**src/rtl/donchian_breakout_atr_core_assert.svh**
```systemverilog
// Assertion macros used by the block's top-level RTL file.
`ifndef DONCHIAN_BREAKOUT_ATR_CORE_ASSERT_SVH
`define DONCHIAN_BREAKOUT_ATR_CORE_ASSERT_SVH

// Antecedent holds in this cycle, consequent holds in the same cycle.
`define DBATR_ASSERT_NOW(lbl, ante, cons, msg) \
	lbl: assert property (@(posedge clk) disable iff (!arst_n) (ante) |-> (cons)) \
		else $error(msg);

// Antecedent holds in this cycle, consequent holds in the next one.
`define DBATR_ASSERT_NEXT(lbl, ante, cons, msg) \
	lbl: assert property (@(posedge clk) disable iff (!arst_n) (ante) |=> (cons)) \
		else $error(msg);

`endif

```
**src/rtl/dbatr_pkg.sv**
```systemverilog
`default_nettype none

package dbatr_pkg;

	// Parameter defaults
	localparam int MAX_WINDOW_DEF = 64;
	localparam int ATR_PERIOD_DEF = 14;
	localparam int PRICE_BITS_DEF = 32;
	localparam int FRAC_BITS_DEF  = 16;

	// Fixed field and state widths
	localparam int ATR_BITS   = 48;
	localparam int DIV_W      = 64;
	localparam int WIN_BITS   = 6;
	localparam int COOL_BITS  = 4;
	localparam int CNT_BITS   = 7;
	localparam int SINCE_BITS = 5;
	localparam int SIG_BITS   = 2;
	localparam int CFG_IDX_BITS = 1;

	localparam logic [CNT_BITS-1:0]   COUNT_MAX = 7'd127;
	localparam logic [SINCE_BITS-1:0] SINCE_MAX = 5'd31;

	localparam logic [WIN_BITS-1:0]  WINDOW_RESET   = 6'd20;
	localparam logic [COOL_BITS-1:0] COOLDOWN_RESET = 4'd1;

	// Register indexes
	localparam logic [CFG_IDX_BITS-1:0] CFG_WINDOW_LEN = 1'b0;
	localparam logic [CFG_IDX_BITS-1:0] CFG_COOLDOWN   = 1'b1;

	// Signal codes
	localparam logic [SIG_BITS-1:0] SIG_NONE  = 2'b00;
	localparam logic [SIG_BITS-1:0] SIG_LONG  = 2'b01;
	localparam logic [SIG_BITS-1:0] SIG_SHORT = 2'b11;

	typedef enum logic [2:0] {
		ST_IDLE,
		ST_TR,
		ST_LOAD,
		ST_RUN,
		ST_DONE
	} dbatr_state_t;

	// Control broadcast to every history cell
	typedef struct packed {
		logic                shift;
		logic                start;
		logic [WIN_BITS-1:0] win;
	} dbatr_cell_ctl_t;

endpackage

`default_nettype wire

```
**src/rtl/dbatr_div.sv**
```systemverilog
`default_nettype none

module dbatr_div #(
	parameter int DIVISOR = dbatr_pkg::ATR_PERIOD_DEF,
	parameter int W       = dbatr_pkg::DIV_W
) (
	input  wire logic         clk,
	input  wire logic         arst_n,
	input  wire logic         start,
	input  wire logic [W-1:0] dividend,
	output logic              busy,
	output logic              done,
	output logic [W-1:0]      quotient
);
	localparam int DIG   = 8;
	localparam int STEPS = W / DIG;
	localparam int RB    = $clog2(DIVISOR);
	localparam int TW    = RB + DIG;
	localparam int SH    = TW + RB;
	localparam int PW    = 2*TW + 2;
	localparam int CB    = $clog2(STEPS + 1);
	// Rounded-up reciprocal, exact for every TW-bit trial value
	localparam longint RECIP =
		((longint'(1) << SH) + longint'(DIVISOR) - 1) / longint'(DIVISOR);

	logic [W-1:0]   dvd_q;
	logic [RB-1:0]  rem_q;
	logic [CB-1:0]  cnt_q;
	logic           busy_q;
	logic           done_q;
	logic [TW-1:0]  trial;
	logic [PW-1:0]  prod;
	logic [DIG-1:0] qdig;
	logic [TW-1:0]  rem_full;

	// One quotient byte per cycle, top byte first; quotient bytes enter at the bottom
	assign trial    = {rem_q, dvd_q[W-1 -: DIG]};
	assign prod     = PW'(trial) * PW'(RECIP);
	assign qdig     = prod[SH +: DIG];
	assign rem_full = trial - TW'(qdig) * TW'(DIVISOR);

	always_ff @(posedge clk or negedge arst_n) begin
		if (!arst_n) begin
			busy_q <= 1'b0;
			done_q <= 1'b0;
			cnt_q  <= '0;
		end else begin
			done_q <= 1'b0;
			if (start) begin
				busy_q <= 1'b1;
				cnt_q  <= CB'(STEPS);
			end else if (busy_q) begin
				cnt_q <= cnt_q - 1'b1;
				if (cnt_q == CB'(1)) begin
					busy_q <= 1'b0;
					done_q <= 1'b1;
				end
			end
		end
	end

	always_ff @(posedge clk) begin
		if (start) begin
			dvd_q <= dividend;
			rem_q <= '0;
		end else if (busy_q) begin
			dvd_q <= {dvd_q[W-DIG-1:0], qdig};
			rem_q <= rem_full[RB-1:0];
		end
	end

	assign busy     = busy_q;
	assign done     = done_q;
	assign quotient = dvd_q;

endmodule

`default_nettype wire

```
**config.mk**
```make
export PLATFORM = sky130hd
export DESIGN_NAME = dbatr_div
export DESIGN_NICKNAME = d
export VERILOG_FILES = /design/src/rtl/donchian_breakout_atr_core_assert.svh /design/src/rtl/dbatr_pkg.sv /design/src/rtl/dbatr_div.sv
export SDC_FILE = /design/constraint.sdc
export NUM_CORES = 1
export LEC_CHECK = 0
export BUFFER_PORTS_ARGS = -buffer_cell sky130_fd_sc_hd__clkbuf_2
export CELL_PAD_IN_SITES_DETAIL_PLACEMENT = 1
export CELL_PAD_IN_SITES_GLOBAL_PLACEMENT = 2
export CORE_AREA = 8 8 172 93
export DETAILED_ROUTE_END_ITERATION = 8
export DIE_AREA = 0 0 180 101
export PLACE_DENSITY_LB_ADDON = 0.1
export SLEW_MARGIN = 15
export SYNTH_ARGS = -nofsm -noshare
export SYNTH_HDL_FRONTEND = slang
export SYNTH_SLANG_ARGS = --single-unit
```
**constraint.sdc**
```tcl
create_clock -name clk -period 8.79 [get_ports clk]
set_input_delay 0.4395 -clock clk [delete_from_list [all_inputs] [get_ports clk]]
set_output_delay 0.4395 -clock clk [all_outputs]
set_load 0.01 [all_outputs]
```
-- Yosys cells after proc, flatten, opt, wreduce, memory -nomap -nowiden
Index checks and enable logic that the tools add are counted.
- add/subtract/negate cells: 2
- multipliers: 2
- equal/unequal tests: 1
- mux-type cells: 10
- reduce and logical (&&, ||, !) cells: 1
- operators by type and width (operator ; number):
    64-bit 2-to-1 mux ; 2
    12-bit by 12-bit multiplier with 23-bit output (second input constant) ; 1
    8-bit by 3-bit multiplier with 3-bit output (second input constant) ; 1
    4-bit 2-to-1 mux ; 2
    1-bit 2-to-1 mux ; 6
    4-bit by 1-bit == test with 1-bit output (second input constant) ; 1
    4-bit by 1-bit subtractor with 4-bit output (second input constant) ; 1
    4-bit subtractor ; 1
    2-bit nonzero test ; 1
- register bits after elaboration: 74
- input port bits: 67
- output and inout port bits: 66
- logic and storage cells: 21

-- Logic depth before layout (Yosys ltp)
- word-level depth: 4
- depth in mapped cells: 22
- depth with buffers taken out: 22

-- Worst setup path before layout
No wires, ideal clock.
- path kind: reg2reg
- from: register dvd_q[58], in the netlist quotient[58]
- to: register rem_q[3]
- library setup time: 0.138 ns
- arrival time: 4.939 ns
- data required time: 8.652 ns
- path slack: 3.713 ns
- stages on the path, launching flop included: 23
- buffers on the path: 0
- clock period less this slack: 5.077 ns
- cell sequence: edfxtp_1 -> ha_1 -> inv_1 -> fa_1 -> inv_1 -> fa_1 -> inv_1 -> fa_1 -> inv_1 -> ha_1 -> nand4_1 -> nor4_1 -> a22o_2 -> nor2_1 -> xnor2_1 -> ha_1 -> inv_1 -> fa_1 -> xnor2_1 -> xnor2_1 -> nor2_1 -> nand2_1 -> o221ai_1
- cells in the longest elaborated chain, start to end: 3
- RTL lines (item ; line ; text):
    start, declared ; dbatr_div.sv:26 ; logic [W-1:0] dvd_q;
    start signal, assigned ; dbatr_div.sv:64 ; dvd_q <= dividend;
    start signal, assigned ; dbatr_div.sv:67 ; dvd_q <= {dvd_q[W-DIG-1:0], qdig};
    12-bit by 12-bit multiplier with 23-bit output ; dbatr_div.sv:38 ; assign prod = PW'(trial) * PW'(RECIP);
    8-bit by 3-bit multiplier with 3-bit output ; dbatr_div.sv:40 ; assign rem_full = trial - TW'(qdig) * TW'(DIVISOR);
    4-bit subtractor (*) ; dbatr_div.sv:40 ;
    end signal, assigned ; dbatr_div.sv:68 ; rem_q <= rem_full[RB-1:0];
    end, declared ; dbatr_div.sv:27 ; logic [RB-1:0] rem_q;
Every way passes the cells marked *; elsewhere a longest branch is shown, timed or not.
A chain may end at the register's enable or synchronous reset.

-- Worst setup path in the final report
Ends and elaborated chain as after synthesis.

==> flow_metrics.tcl <==
set metrics [dict create \
    post_cts_resized 0 \
    synth_cells 397 \
    critPathMostFrequentCell "inv_1" \
    regToRegSetupSlack_ns 3.19 \
    cts_tree "yes" \
    yosysSeqAreaShare_pct 42.8 \
    critical_path_class "flop to flop" \
    synth_top_cells_by_count "ha_1 (73), edfxtp_1 (64), inv_1 (60), mux2_2 (59), fa_1 (19)" \
    tightest_slew_ns 1.04 \
    floorplan_row_count 31 \
    grt_pass1_vias 3702 \
    final_max_slew_viol_count 0 \
    routed_wire_length_per_instance_um 19.6 \
    status "complete, no violations" \
    placeableCoreArea_um2 13800 \
    critPathCaptureType "flop" \
    worst_setup_hold_path_clk_slew_ns 0.06 \
    io_pins 133 \
    die_area_um2 18200 \
    max_cap_viol_count 0 \
    antenna_violations_before_repair 0 \
    timing.critical_path.fanout_max 6 \
    final_net_count 690 \
    detail_route.first_pass.iterations 4 \
    timing.rr.start "quotient[58]" \
    timing.setup.tns_ns 0 \
    crit_arrival_ns 5.77 \
    maximum_number_of_pins_on_one_net_before_global_route_repair 85 \
    worstHoldPathType "primary input to flop" \
    cts.root.buffer_cell "clkbuf_16" \
    finalWirelength_mm 14.1 \
    drc 0 \
    cts_post_setup_buffers_inserted 0 \
    yosysWarningCount 0 \
    fin_skew_ns 0.00567 \
    grt_usage_pct 15.9 \
    die_height_um 101 \
    cp_data_required_time_ns 8.96 \
    synth_enable_flop_cells 64 \
    synthTopCellsByArea "edfxtp_1 (38%), ha_1 (18%), mux2_2 (13%), fa_1 (7.6%), inv_1 (4.5%)" \
    initial_core_utilization_pct 36.5 \
    powerDensity_nw_per_um2 449 \
    layout-drive-gt1-share_pct 39.7 \
    netlist.top_cell.by_area "edfxtp_1" \
    power_leakage_nw 2.97 \
    r2r.worst_path.cells 22 \
    slowest_delay_ns 0.56 \
    vias 3435 \
    hold_path.startpoint "dividend[4]" \
    number_of_buffers_added_by_the_clock_tree_synthesis_step 9 \
    syn_area_per_cell_um2 12.7 \
    clock_tree.htree_level_count 3 \
    setup.worst_path.start_class "flop" \
    ys_ff_latch 74 \
    cts_buffer_depth 2 \
    fin_area_um2 6200 \
    netSwitchingFraction_pct 44.4 \
    dp.final_hpwl_mm 11.3 \
    area_of_the_multi_input_gates_um2 2610 \
    die_width_um 180 \
    yosys.cell_types.count 43 \
    synth_nets 556 \
    rr_endpoint "rem_q[3]" \
    final_period_util_pct 63.7 \
    synth_ff_type "edfxtp_1" \
    post_synth_instance_area_um2 5030 \
    gr-total-overflow 0 \
    final.fill_count 1501 \
    finalPower_mw 2.79 \
    worstPathCellList "ha_1 -> inv_1 -> fa_1 -> inv_1 -> fa_1 -> inv_1 -> fa_1 -> inv_1 -> ha_1 -> nand4_1 -> nor4_1 -> a22o_2 -> nor2_1 -> xnor2_1 -> ha_1 -> inv_1 -> fa_1 -> xnor2_1 -> xnor2_1 -> nor2_1 -> nand2_1 -> o221ai_1" \
    synth_async_sr_flop_share_pct 8.11 \
    final-setup-viol-count 0 \
    combinationalPowerShare_pct 64.8 \
    standard_cell_with_the_maximum_stage_delay_on_the_critical_path "edfxtp_1" \
    dr.first_iter.drc_count 150 \
    drt.antenna.violating_nets 0 \
    placedInstanceArea_um2 5880 \
    clock.fmax_mhz 179 \
    timing.hold.ws_ns 0.404 \
    finalWorstPathRequiredPeriod_ns 5.60 \
    number_of_hold_slack_violations_in_the_final_timing_report 0 \
    antenna_diodes 0 \
    cts.sinks 74 \
    synth_most_common_cell "ha_1" \
    timing.hold.worst_endpoint "quotient[4]" \
    share_of_power_burned_in_registers_pct 21.2 \
    hold-path-cell-count 3 \
    max_slew_margin_pct 30.9 \
    grt_pass1_wl_mm 22.3 \
    detail_route.vias_per_cell 4.79 \
    register_area_um2 2150 \
    power.net_switching_mw 1.24 \
    routabilityCongestion 0.795 \
    grt_setup_unrepaired "no" \
    area_delta_synth_final_pct 23.4 \
    worstSkewPairLatency_ns 0.33 \
    post_synth_top_area_share_pct 38.2 \
    port_buffers 132 \
    holdBufCountCts 1 \
    clock_power_share_pct 14.1 \
    cellInternalPower_mw 1.55 \
    max-vdd-ir-drop_mv 0.309 \
]
-- power groups by stage --
| stage | Clock (mW) | Sequential (mW) | Combinational [mW] |
|---|---|---|---|
| after CTS | 0.402 | 0.591 | 1.83 |
| after floorplan | 0 | 0.607 | 1.27 |
| after detailed placement | 0 | 0.597 | 1.81 |
| after global routing | 0.416 | 0.604 | 2.04 |
| after global placement | 0 | 0.594 | 1.78 |
| final | 0.392 | 0.590 | 1.81 |
-- placed cells by master (no fill, tap or decap), drive strengths merged, types with 3 or more instances in the layout --
cell type and instances:
mux2 59, or2 3, ha 73, a211oi 3, nand2 11, xnor2 12
nor2 14, fa 19, clkbuf 142, a21oi 5, nand3 5, dfxtp 4
edfxtp 64, dfrtp 6, mux2i 3, nand2b 6, o21ai 9, nor3 3
inv 60
-- flip-flops by register name, summed over array words and instances, names as in the netlist --
| signal | cells |
|---|---|
| quotient | 64 |
| cnt_q | 4 |
| rem_q | 4 |
| busy | 1 |
| done | 1 |
-- cell families after synthesis --
group	count (synthesis)	share of synthesized area, %
and+or+nand+nor	50	4.85
muxes	62	13.8
DFF	74	42.8
xor gates and xnor gates	14	2.44
adders and majority gates	92	25.7
buffers and inverters	71	5.37
AOI/OAI and AO/OA	34	5.03
-- worst max-delay path: cells and delay by family (launching register included) --
family | cells | cell delay [ns]
xor gates and xnor gates | 3 | 0.53
and+or+nand+nor | 5 | 0.65
buffers and inverters | 5 | 0.30
DFF | 1 | 0.56
adders and majority gates | 7 | 3.03
AOI/OAI and AO/OA | 2 | 0.35
-- final cells by class --
| class | instances | share of cell area, % |
|---|---|---|
| repair buffers | 134 | 11.0 |
| flip-flops and latches | 74 | 34.7 |
| well taps | 181 | 3.65 |
| clock inverters | 5 | 1.29 |
| clock buffers | 11 | 3.75 |
| inverters | 60 | 3.63 |
| multi-input cells | 252 | 42.0 |
-- worst max-delay path by stage --
| stage | startpoint | endpoint | slack, ns | cells after the start |
|---|---|---|---|---|
| CTS | quotient[58] | rem_q[3] | 3.19 | 22 |
| global route | quotient[58] | rem_q[3] | 2.90 | 22 |
| finish | quotient[58] | rem_q[3] | 3.19 | 22 |
| floorplan | quotient[58] | rem_q[3] | 3.71 | 22 |
| detailed placement | quotient[58] | rem_q[3] | 3.25 | 22 |
| global placement | quotient[58] | rem_q[3] | 3.39 | 22 |
-- layer usage --
metal / routed length, um / track usage (%) / up-vias
met5: 0 / 0 / -
met1: 7430 / 24.2 / 1656
met2: 5590 / 21.9 / 95
li1: - / - / 1677
met4: 74 / 2.48 / 0
met3: 961 / 4.46 / 7
-- stage by stage --
stage	cells	worst slack, ns	utilization, %
2_1_floorplan	397	3.71	-
3_3_place_gp	700	3.39	42.7
3_5_place_dp	700	3.25	42.7
4_1_cts	717	3.19	45.1
5_1_grt	717	2.90	45.1
6_report	717	3.19	45.1
Note: power is estimated with default switching activity, not from simulation.
